==> src/hw/rtl/sdsr_pkg.sv <==
package sdsr_pkg;

    localparam int IMAGE_BLOCKS = 4;
    localparam int WAKE_BYTES   = 10;

    localparam int BLK_W  = $clog2(IMAGE_BLOCKS + 1);
    localparam int BYTE_W = 10;
    localparam int POLL_W = 28;
    localparam int TOK_W  = 24;
    localparam int LOOP_W = 16;
    localparam int SB_W   = 23;
    localparam int PH_W   = 5;

    localparam logic [1:0] ACT_INIT = 2'd0;
    localparam logic [1:0] ACT_READ = 2'd1;
    localparam logic [1:0] ACT_BYTE = 2'd2;

    localparam logic [1:0] CFG_RESP_WAIT  = 2'd0;
    localparam logic [1:0] CFG_TOKEN_WAIT = 2'd1;
    localparam logic [1:0] CFG_INIT_RETRY = 2'd2;

    localparam logic [POLL_W-1:0] RESP_WAIT_RST  = 28'hFFFFFFF;
    localparam logic [TOK_W-1:0]  TOKEN_WAIT_RST = 24'hFFFFFF;
    localparam logic [LOOP_W-1:0] INIT_RETRY_RST = 16'hFFFE;

    localparam logic [1:0] ST_OK       = 2'd0;
    localparam logic [1:0] ST_INIT_TMO = 2'd1;
    localparam logic [1:0] ST_TOK_TMO  = 2'd2;
    localparam logic [1:0] ST_REJECT   = 2'd3;

    localparam logic [1:0] K_RESET  = 2'd0;
    localparam logic [1:0] K_OPCOND = 2'd1;
    localparam logic [1:0] K_BLKLEN = 2'd2;
    localparam logic [1:0] K_READ   = 2'd3;

    localparam logic [PH_W-1:0] PH_IDLE  = 5'd0;
    localparam logic [PH_W-1:0] PH_WAKE  = 5'd1;
    localparam logic [PH_W-1:0] PH_GAP   = 5'd2;
    localparam logic [PH_W-1:0] PH_TOKEN = 5'd3;
    localparam logic [PH_W-1:0] PH_DATA  = 5'd4;
    localparam logic [PH_W-1:0] PH_TRAIL = 5'd5;

    localparam logic [2:0] GRP_SEND  = 3'b010;
    localparam logic [2:0] GRP_RESP  = 3'b011;
    localparam logic [2:0] GRP_EXTRA = 3'b100;

    localparam logic [7:0] BYTE_IDLE  = 8'hFF;
    localparam logic [7:0] BYTE_TOKEN = 8'hFE;
    localparam logic [7:0] BYTE_CRC   = 8'h95;
    localparam logic [7:0] R1_IDLE    = 8'h01;
    localparam logic [7:0] R1_READY   = 8'h00;
    localparam logic [7:0] CMD_BASE   = 8'h40;

    localparam logic [BYTE_W-1:0] BLOCK_BYTES = 10'd512;
    localparam logic [31:0]       BLOCK_ARG   = 32'd512;

    typedef struct packed {
        logic [PH_W-1:0]   phase;
        logic [BYTE_W-1:0] byte_cnt;
        logic [BLK_W-1:0]  block_cnt;
        logic [POLL_W-1:0] poll_cnt;
        logic [LOOP_W-1:0] loop_cnt;
        logic [31:0]       cmd_arg;
        logic              second_of_pair;
        logic [7:0]        held_resp;
        logic              cs_held;
    } t_state;

    typedef struct packed {
        logic [POLL_W-1:0] resp_wait;
        logic [TOK_W-1:0]  token_wait;
        logic [LOOP_W-1:0] init_retry;
    } t_cfg;

    typedef struct packed {
        logic [7:0] card_response;
        logic [1:0] status;
        logic       done_res;
        logic [7:0] data_byte;
        logic       chip_select;
        logic       tx_valid;
        logic [7:0] tx_byte;
        logic       data_valid;
    } t_result;

    function automatic logic [7:0] opcode(input logic [1:0] k);
        logic [7:0] op;
        case (k)
            K_RESET:  op = CMD_BASE | 8'd0;
            K_OPCOND: op = CMD_BASE | 8'd1;
            K_BLKLEN: op = CMD_BASE | 8'd16;
            K_READ:   op = CMD_BASE | 8'd17;
            default:  op = CMD_BASE;
        endcase
        return op;
    endfunction

    function automatic logic [7:0] frame_byte(input logic [1:0] k, input logic [2:0] idx,
                                              input logic [31:0] arg);
        logic [7:0] b;
        case (idx)
            3'd0:    b = opcode(k);
            3'd1:    b = arg[31:24];
            3'd2:    b = arg[23:16];
            3'd3:    b = arg[15:8];
            3'd4:    b = arg[7:0];
            default: b = BYTE_CRC;
        endcase
        return b;
    endfunction

endpackage

==> src/hw/rtl/sd_card_spi_init_and_image_read_top.sv <==
// Master-side sequencer for an SD card in SPI mode. Each input transaction reports the byte
// received in the previous SPI exchange (or starts an init or an image read), and each output
// transaction gives the byte to send next, chip select, an image byte when one arrived, and the
// done flag with status. One output transaction follows every input transaction, through an
// input register and a result register; a new input transaction is taken every cycle
// while the output side keeps up. The sequencer state lives in a single register set updated by
// the step logic, so throughput is bounded only by output back-pressure. Configuration writes are
// always ready and must occur only while no transaction is in flight.
module sd_card_spi_init_and_image_read_top (
    input  logic        i_clk,
    input  logic        i_rst_n,
    input  logic        s_axis_tvalid,
    output logic        s_axis_tready,
    // [22:0] start_block, [30:23] rx_byte, [31] zero
    input  logic [31:0] s_axis_tdata,
    // [1:0] action
    input  logic [1:0]  s_axis_tuser,
    output logic        m_axis_tvalid,
    input  logic        m_axis_tready,
    // [7:0] tx_byte, [8] tx_valid, [9] chip_select, [17:10] data_byte, [18] done_res,
    // [20:19] status, [28:21] card_response, [31:29] zero
    output logic [31:0] m_axis_tdata,
    // [0] data_valid
    output logic        m_axis_tuser,
    input  logic        i_cfg_valid,
    output logic        o_cfg_ready,
    input  logic [1:0]  i_cfg_index,
    input  logic [27:0] i_cfg_data
);

    sdsr_pkg::t_state  r_state;
    sdsr_pkg::t_state  n_state;
    sdsr_pkg::t_cfg    r_cfg;
    sdsr_pkg::t_result n_res;
    sdsr_pkg::t_result r_res;

    logic                      r_in_valid;
    logic [1:0]                r_action;
    logic [sdsr_pkg::SB_W-1:0] r_start_block;
    logic [7:0]                r_rx_byte;
    logic                      r_out_valid;
    logic                      out_free;
    logic                      fire;

    assign out_free      = !r_out_valid || m_axis_tready;
    assign fire          = r_in_valid && out_free;
    assign s_axis_tready = !r_in_valid || fire;
    assign o_cfg_ready   = 1'b1;

    always_ff @(posedge i_clk) begin
        if (!i_rst_n) begin
            r_in_valid <= 1'b0;
        end else if (s_axis_tready) begin
            r_in_valid <= s_axis_tvalid;
        end
    end

    always_ff @(posedge i_clk) begin
        if (s_axis_tvalid && s_axis_tready) begin
            r_action      <= s_axis_tuser;
            r_start_block <= s_axis_tdata[22:0];
            r_rx_byte     <= s_axis_tdata[30:23];
        end
    end

    always_ff @(posedge i_clk) begin
        if (!i_rst_n) begin
            r_cfg.resp_wait  <= sdsr_pkg::RESP_WAIT_RST;
            r_cfg.token_wait <= sdsr_pkg::TOKEN_WAIT_RST;
            r_cfg.init_retry <= sdsr_pkg::INIT_RETRY_RST;
        end else if (i_cfg_valid) begin
            case (i_cfg_index)
                sdsr_pkg::CFG_RESP_WAIT:  r_cfg.resp_wait  <= i_cfg_data;
                sdsr_pkg::CFG_TOKEN_WAIT: r_cfg.token_wait <= i_cfg_data[23:0];
                sdsr_pkg::CFG_INIT_RETRY: r_cfg.init_retry <= i_cfg_data[15:0];
                default: begin
                end
            endcase
        end
    end

    sdsr_step u_step (
        .i_state       (r_state),
        .i_cfg         (r_cfg),
        .i_action      (r_action),
        .i_start_block (r_start_block),
        .i_rx_byte     (r_rx_byte),
        .o_state       (n_state),
        .o_result      (n_res)
    );

    always_ff @(posedge i_clk) begin
        if (!i_rst_n) begin
            r_state.phase          <= sdsr_pkg::PH_IDLE;
            r_state.byte_cnt       <= '0;
            r_state.block_cnt      <= '0;
            r_state.poll_cnt       <= '0;
            r_state.loop_cnt       <= '0;
            r_state.cmd_arg        <= '0;
            r_state.second_of_pair <= 1'b0;
            r_state.held_resp      <= sdsr_pkg::BYTE_IDLE;
            r_state.cs_held        <= 1'b0;
        end else if (fire) begin
            r_state <= n_state;
        end
    end

    always_ff @(posedge i_clk) begin
        if (!i_rst_n) begin
            r_out_valid <= 1'b0;
        end else if (out_free) begin
            r_out_valid <= fire;
        end
    end

    always_ff @(posedge i_clk) begin
        if (fire) begin
            r_res <= n_res;
        end
    end

    assign m_axis_tvalid = r_out_valid;
    assign m_axis_tuser  = r_res.data_valid;
    assign m_axis_tdata  = {3'd0, r_res.card_response, r_res.status, r_res.done_res,
                            r_res.data_byte, r_res.chip_select, r_res.tx_valid, r_res.tx_byte};

`ifndef SYNTHESIS
    a_data_needs_tx: assert property (@(posedge i_clk) disable iff (!i_rst_n)
        m_axis_tvalid && m_axis_tuser |-> m_axis_tdata[8])
        else $error("image byte without a following exchange");

    a_done_stops_tx: assert property (@(posedge i_clk) disable iff (!i_rst_n)
        m_axis_tvalid && m_axis_tdata[18] |-> !m_axis_tdata[8])
        else $error("done item still requests an exchange");

    a_status_only_done: assert property (@(posedge i_clk) disable iff (!i_rst_n)
        m_axis_tvalid && !m_axis_tdata[18] |-> m_axis_tdata[20:19] == sdsr_pkg::ST_OK)
        else $error("nonzero status on an item that is not done");

    a_state_only_on_fire: assert property (@(posedge i_clk) disable iff (!i_rst_n)
        !fire |=> $stable(r_state))
        else $error("sequencer state changed without a processed item");
`endif

endmodule

==> src/hw/rtl/sdsr_step.sv <==
module sdsr_step (
    input  sdsr_pkg::t_state                 i_state,
    input  sdsr_pkg::t_cfg                   i_cfg,
    input  logic [1:0]                       i_action,
    input  logic [sdsr_pkg::SB_W-1:0]        i_start_block,
    input  logic [7:0]                       i_rx_byte,
    output sdsr_pkg::t_state                 o_state,
    output sdsr_pkg::t_result                o_result
);

    localparam int BLKW = sdsr_pkg::BLK_W;

    sdsr_pkg::t_state ns;
    logic             bg;
    logic [1:0]       bg_k;
    logic [31:0]      bg_arg;
    logic             fin;
    logic [1:0]       fin_st;
    logic             txv;
    logic [7:0]       tx;
    logic             dv;
    logic [7:0]       db;
    logic [1:0]       k;
    logic [BLKW-1:0]  blk_next;

    assign k        = i_state.phase[1:0];
    assign blk_next = i_state.block_cnt + BLKW'(1);

    always_comb begin
        ns     = i_state;
        bg     = 1'b0;
        bg_k   = sdsr_pkg::K_RESET;
        bg_arg = '0;
        fin    = 1'b0;
        fin_st = sdsr_pkg::ST_OK;
        txv    = 1'b0;
        tx     = 8'h00;
        dv     = 1'b0;
        db     = 8'h00;

        case (i_action)
            sdsr_pkg::ACT_INIT: begin
                ns.loop_cnt       = '0;
                ns.second_of_pair = 1'b0;
                ns.cs_held        = 1'b0;
                ns.phase          = sdsr_pkg::PH_WAKE;
                ns.byte_cnt       = 10'd1;
                txv               = 1'b1;
                tx                = sdsr_pkg::BYTE_IDLE;
            end
            sdsr_pkg::ACT_READ: begin
                ns.block_cnt = '0;
                bg           = 1'b1;
                bg_k         = sdsr_pkg::K_READ;
                bg_arg       = {i_start_block, 9'd0};
            end
            sdsr_pkg::ACT_BYTE: begin
                if (i_state.phase == sdsr_pkg::PH_WAKE) begin
                    if (i_state.byte_cnt < 10'(sdsr_pkg::WAKE_BYTES)) begin
                        ns.byte_cnt = i_state.byte_cnt + 10'd1;
                        txv         = 1'b1;
                        tx          = sdsr_pkg::BYTE_IDLE;
                    end else begin
                        ns.loop_cnt = '0;
                        bg          = 1'b1;
                        bg_k        = sdsr_pkg::K_RESET;
                    end
                end else if (i_state.phase == sdsr_pkg::PH_GAP) begin
                    if (i_state.byte_cnt < 10'd2) begin
                        ns.byte_cnt = i_state.byte_cnt + 10'd1;
                        txv         = 1'b1;
                        tx          = sdsr_pkg::BYTE_IDLE;
                    end else begin
                        ns.loop_cnt       = '0;
                        ns.second_of_pair = 1'b0;
                        bg                = 1'b1;
                        bg_k              = sdsr_pkg::K_OPCOND;
                    end
                end else if (i_state.phase[4:2] == sdsr_pkg::GRP_SEND) begin
                    txv = 1'b1;
                    if (i_state.byte_cnt < 10'd6) begin
                        tx = sdsr_pkg::frame_byte(k, i_state.byte_cnt[2:0], i_state.cmd_arg);
                        ns.byte_cnt = i_state.byte_cnt + 10'd1;
                    end else begin
                        tx          = sdsr_pkg::BYTE_IDLE;
                        ns.poll_cnt = '0;
                        ns.phase    = {sdsr_pkg::GRP_RESP, k};
                    end
                end else if (i_state.phase[4:2] == sdsr_pkg::GRP_RESP) begin
                    txv = 1'b1;
                    tx  = sdsr_pkg::BYTE_IDLE;
                    if (i_rx_byte == sdsr_pkg::BYTE_IDLE &&
                        i_state.poll_cnt < i_cfg.resp_wait) begin
                        ns.poll_cnt = i_state.poll_cnt + 28'd1;
                    end else begin
                        ns.held_resp = i_rx_byte;
                        ns.phase     = {sdsr_pkg::GRP_EXTRA, k};
                    end
                end else if (i_state.phase[4:2] == sdsr_pkg::GRP_EXTRA) begin
                    case (k)
                        sdsr_pkg::K_RESET: begin
                            if (i_state.held_resp == sdsr_pkg::R1_IDLE) begin
                                ns.cs_held  = 1'b0;
                                ns.phase    = sdsr_pkg::PH_GAP;
                                ns.byte_cnt = 10'd1;
                                txv         = 1'b1;
                                tx          = sdsr_pkg::BYTE_IDLE;
                            end else if (i_state.loop_cnt < i_cfg.init_retry) begin
                                ns.loop_cnt = i_state.loop_cnt + 16'd1;
                                bg          = 1'b1;
                                bg_k        = sdsr_pkg::K_RESET;
                            end else begin
                                fin    = 1'b1;
                                fin_st = sdsr_pkg::ST_INIT_TMO;
                            end
                        end
                        sdsr_pkg::K_OPCOND: begin
                            if (!i_state.second_of_pair) begin
                                ns.second_of_pair = 1'b1;
                                bg                = 1'b1;
                                bg_k              = sdsr_pkg::K_OPCOND;
                            end else begin
                                ns.second_of_pair = 1'b0;
                                if (i_state.held_resp == sdsr_pkg::R1_READY) begin
                                    bg     = 1'b1;
                                    bg_k   = sdsr_pkg::K_BLKLEN;
                                    bg_arg = sdsr_pkg::BLOCK_ARG;
                                end else if (i_state.loop_cnt < i_cfg.init_retry) begin
                                    ns.loop_cnt = i_state.loop_cnt + 16'd1;
                                    bg          = 1'b1;
                                    bg_k        = sdsr_pkg::K_OPCOND;
                                end else begin
                                    fin    = 1'b1;
                                    fin_st = sdsr_pkg::ST_INIT_TMO;
                                end
                            end
                        end
                        sdsr_pkg::K_BLKLEN: begin
                            ns.cs_held = 1'b0;
                            fin        = 1'b1;
                        end
                        default: begin
                            if (i_state.held_resp != sdsr_pkg::R1_READY) begin
                                fin    = 1'b1;
                                fin_st = sdsr_pkg::ST_REJECT;
                            end else begin
                                ns.phase    = sdsr_pkg::PH_TOKEN;
                                ns.poll_cnt = '0;
                                txv         = 1'b1;
                                tx          = sdsr_pkg::BYTE_IDLE;
                            end
                        end
                    endcase
                end else if (i_state.phase == sdsr_pkg::PH_TOKEN) begin
                    if (i_rx_byte == sdsr_pkg::BYTE_TOKEN) begin
                        ns.phase    = sdsr_pkg::PH_DATA;
                        ns.byte_cnt = '0;
                        txv         = 1'b1;
                        tx          = sdsr_pkg::BYTE_IDLE;
                    end else if (i_state.poll_cnt < {4'd0, i_cfg.token_wait}) begin
                        ns.poll_cnt = i_state.poll_cnt + 28'd1;
                        txv         = 1'b1;
                        tx          = sdsr_pkg::BYTE_IDLE;
                    end else begin
                        ns.cs_held = 1'b0;
                        fin        = 1'b1;
                        fin_st     = sdsr_pkg::ST_TOK_TMO;
                    end
                end else if (i_state.phase == sdsr_pkg::PH_DATA) begin
                    dv  = 1'b1;
                    db  = i_rx_byte;
                    txv = 1'b1;
                    tx  = sdsr_pkg::BYTE_IDLE;
                    if (i_state.byte_cnt + 10'd1 >= sdsr_pkg::BLOCK_BYTES) begin
                        ns.phase    = sdsr_pkg::PH_TRAIL;
                        ns.byte_cnt = '0;
                    end else begin
                        ns.byte_cnt = i_state.byte_cnt + 10'd1;
                    end
                end else if (i_state.phase == sdsr_pkg::PH_TRAIL) begin
                    ns.byte_cnt = i_state.byte_cnt + 10'd1;
                    if (i_state.byte_cnt + 10'd1 < 10'd3) begin
                        txv = 1'b1;
                        tx  = sdsr_pkg::BYTE_IDLE;
                    end else begin
                        ns.block_cnt = blk_next;
                        if (blk_next < BLKW'(sdsr_pkg::IMAGE_BLOCKS)) begin
                            bg     = 1'b1;
                            bg_k   = sdsr_pkg::K_READ;
                            bg_arg = i_state.cmd_arg + sdsr_pkg::BLOCK_ARG;
                        end else begin
                            ns.cs_held = 1'b0;
                            fin        = 1'b1;
                        end
                    end
                end
            end
            default: begin
            end
        endcase

        if (bg) begin
            ns.cmd_arg  = bg_arg;
            ns.phase    = {sdsr_pkg::GRP_SEND, bg_k};
            ns.byte_cnt = 10'd1;
            ns.cs_held  = 1'b1;
            txv         = 1'b1;
            tx          = sdsr_pkg::opcode(bg_k);
        end
        if (fin) begin
            ns.phase = sdsr_pkg::PH_IDLE;
        end
    end

    assign o_state                = ns;
    assign o_result.tx_byte       = tx;
    assign o_result.tx_valid      = txv;
    assign o_result.chip_select   = ns.cs_held;
    assign o_result.data_valid    = dv;
    assign o_result.data_byte     = db;
    assign o_result.done_res      = fin;
    assign o_result.status        = fin ? fin_st : sdsr_pkg::ST_OK;
    assign o_result.card_response = ns.held_resp;

endmodule

==> config.mk <==
export PLATFORM = sky130hd
export DESIGN_NAME = sd_card_spi_init_and_image_read_top
export DESIGN_NICKNAME = d
export VERILOG_FILES = /design/src/hw/rtl/sdsr_pkg.sv /design/src/hw/rtl/sd_card_spi_init_and_image_read_top.sv /design/src/hw/rtl/sdsr_step.sv
export SDC_FILE = /design/constraint.sdc
export NUM_CORES = 1
export LEC_CHECK = 0
export ABC_CLOCK_PERIOD_IN_PS = 2630
export BUFFER_PORTS_ARGS = -buffer_cell sky130_fd_sc_hd__buf_2
export CORE_UTILIZATION = 38
export DETAILED_ROUTE_END_ITERATION = 12
export HOLD_SLACK_MARGIN = 0.05
export PLACE_DENSITY = 0.67
export SYNTH_ARGS = -nofsm -noshare
export SYNTH_HDL_FRONTEND = slang
export SYNTH_SLANG_ARGS = --single-unit
export TNS_END_PERCENT = 100
==> constraint.sdc <==
create_clock -name i_clk -period 2.63 [get_ports i_clk]
set_input_delay 0.526 -clock i_clk [delete_from_list [all_inputs] [get_ports i_clk]]
set_output_delay 0.526 -clock i_clk [all_outputs]
set_load 0.01 [all_outputs]
==> reports/metrics.yaml <==
worst_setup_path:
  crit_type: "flip-flop to flip-flop"
  cp.arrival_ns: 3.35
  worstPathMaxFanout: 5
  r2r_start: "r_state[85]$_SDFFE_PN0P_"
  crit_path_start: "r_state[85]$_SDFFE_PN0P_"
  setup.worst_path.start_class: "flip-flop"
  endpoint_kind: "flip-flop"
  crit_required_ns: 3.07
die:
  die_h_um: 185.5
  fp-row-count: 66
  dieArea_sq_um: 34430
  io_pins: 105
  die_w_um: 185.5
  start_util: 0.3895
  coreArea_sq_um: 32870
placement:
  pre_cts_ws_ns: -0.4933
  post-place-cells: 2162
  globalplace.congestion: 0.9320
  dpl_cell_area_sq_um: 15620
  port_buffers: 99
  place_hpwl_um: 27300
synthesis:
  synth_flop_cell: "dfxtp_1"
  yosysWarnings: 0
  synth_sequential_area_ratio: 0.4058
  yosysTopAreaCellShare: 0.2580
  yosys.area.top_type: "dfxtp_1"
  ys_ff_latch: 228
  yosysUniqueCellTypes: 95
  avgSynthCellArea_sq_um: 8.822
  synth_edf_count: 63
  synth_async_sr_flop_share: 0
  synthTopCellsByArea: "dfxtp_1 (26%), edfxtp_1 (15%), ha_1 (8.1%), nand2_1 (5.1%), o211ai_1 (4.1%)"
  netlist_instances: 1451
  synth_area_sq_um: 12800
layout:
  instances_no_fill: 2271
  layout.nets: 1960
  diodes: 0
  post-route-util: 0.5742
  drive_above_1_share: 0.4019
  area_delta_synth_final_pct: 47.42
  stdcell_area_sq_um: 18870
clock_network:
  cts_tree: "built"
  holdBufCountCts: 0
  clock_path_buffers: 3
  clock-root-buffer: "clkbuf_16"
  clk_latency_ns: 0.56
  cts_max_level: 1
  clk_pin_slew_worst_paths_ns: 0.07
  numCtsBuffers: 27
  clkSinkCount: 228
sta:
  hold_viol: 0
  fin_ws_ns: -0.2850
  period_minus_slack_ns: 2.915
  slew_violations: 0
  grt_setup_unrepaired: "true"
  period_share: 1.108
  skew_ns: 0.02131
  holdWs_ns: 0.1534
  relSlewSlack: 0.5712
  tightest_slew_ns: 0.6349
  setup_viol: 96
  fmax_ghz: 0.3431
  finalSetupTns_ns: -10.95
routing:
  via_per_inst: 5.623
  route.vias.total: 12770
  drcViolationCount: 0
  firstDrtPassIters: 5
  wl_um: 42230
  wl_per_cell_um: 18.60
  ant_nets: 0
  drtIter0Drc: 998
min_path:
  hp-start: "s_axis_tdata[3]"
  min-delay-path-class: "input port to flip-flop"
global_routing:
  grt_max_degree: 89
  grt_usage: 0.2354
  antenna_found_initial: 0
  grt_pass1_vias: 12340
  overflow: 0
  grt_pass1_wl_um: 64920
run:
  drv_cap: 0
pwr:
  power_mw: 9.071
  power_density_nw_per_um2: 480.7
  leakage_nw: 8.078
  vdd_drop_max_v: 0.0004677
run_status:
  outcome: "finished with violations"
  violations: "negative setup slack"
-- routing by layer --
layer	track usage	part of all wire	routed length (um)
met5	0	0	0
met4	0.06590	0.026	1099
met3	0.03365	0.060	2551
met2	0.3898	0.48	20100
met1	0.3179	0.44	18480
-- final cells by class --
cell class,instances,area [sq um]
timing repair buffer,423,3376
fill,2786,13990
inverter,95,364.1
tap,442,553.0
multi-input combinational,1033,8310
clock inverter,20,341.6
sequential,228,5230
clock buffer,30,696.9
-- critical path, cell delays in order (launching register included) --
cell and delay (ns):
dfxtp_4 0.36, or4_4 0.56, buf_6 0.14, nor4_4 0.18, nor3b_4 0.28, a311oi_4 0.17
buf_4 0.18, a21oi_4 0.19, o2111ai_4 0.19, a21bo_1 0.25, a2111oi_2 0.29
-- path summary, 6_finish.rpt --
kind	end	slack, ns	cells after the start
max	r_state[103]$_SDFFE_PN0P_	-0.29	10
max reg2reg	r_state[103]$_SDFFE_PN0P_	-0.29	10
min	r_start_block[3]$_DFFE_PP_	0.15	1
min reg2reg	r_cfg[40]$_SDFFE_PN1P_	0.46	2
-- report_power, final --
part	internal, mW	switching, mW
clock network	2.80	1.60
logic	0.376	0.524
registers	3.72	0.0496
total	6.89	2.18
-- synthesized netlist by cell type (15+ instances only) --
| library cell | count |
|---|---|
| nand4_1 | 37 |
| mux2i_1 | 15 |
| dfxtp_1 | 165 |
| edfxtp_1 | 63 |
| a21oi_1 | 97 |
| o211ai_1 | 70 |
| and3_1 | 24 |
| inv_1 | 92 |
| nand2_1 | 173 |
| nor3_1 | 26 |
| clkbuf_1 | 65 |
| o31ai_1 | 26 |
| nand2b_1 | 15 |
| nor2_1 | 77 |
| o21ai_0 | 60 |
| nand3_1 | 45 |
| and2_1 | 23 |
| a31oi_1 | 21 |
| buf_2 | 18 |
| ha_1 | 83 |
-- timing repair --
| item | 4_1_cts | 5_1_grt |
|---|---|---|
| setup endpoints to repair | 109 | 111 |
| gates cloned | 8 | 0 |
| pin swaps | 98 | 86 |
| resized for setup | 241 | 161 |
| setup buffers | 31 | 29 |
-- placed cells by master, fill, tap and decap left out, drive strengths merged, types with 30 or more instances in the layout --
| cell type | Yosys | routed |
|---|---|---|
| buf | 32 | 423 |
| nand4 | 37 | 37 |
| clkbuf | 65 | 30 |
| nor2 | 77 | 77 |
| nand3 | 45 | 45 |
| dfxtp | 165 | 165 |
| edfxtp | 63 | 63 |
| nand2 | 173 | 173 |
| ha | 83 | 83 |
| inv | 93 | 96 |
| o211ai | 70 | 70 |
| o21ai | 61 | 61 |
| a21oi | 99 | 99 |
-- sequential cells by signal (all words and copies together) (netlist names) --
| register | count |
|---|---|
| r_state | 95 |
| r_cfg | 68 |
| m_axis_tdata | 29 |
| r_start_block | 23 |
| r_rx_byte | 8 |
| r_action | 2 |
| m_axis_tuser | 1 |
| m_axis_tvalid | 1 |
| r_in_valid | 1 |
-- kinds of logic (layout without fill, tap and decap cells) --
group                      Yosys count  count (layout)  synth area share
AOI/OAI and AO/OA                  399             399            0.2172
xor gates and xnor gates            16              16           0.01095
adders and majority gates           84              84           0.08191
buffers and inverters              192             568           0.06011
DFF                                228             228            0.4058
muxes                               24              24           0.01965
other                                2               4         0.0005867
and+or+nand+nor                    506             506            0.2038
No activity file was read; power rests on OpenSTA's default activity.
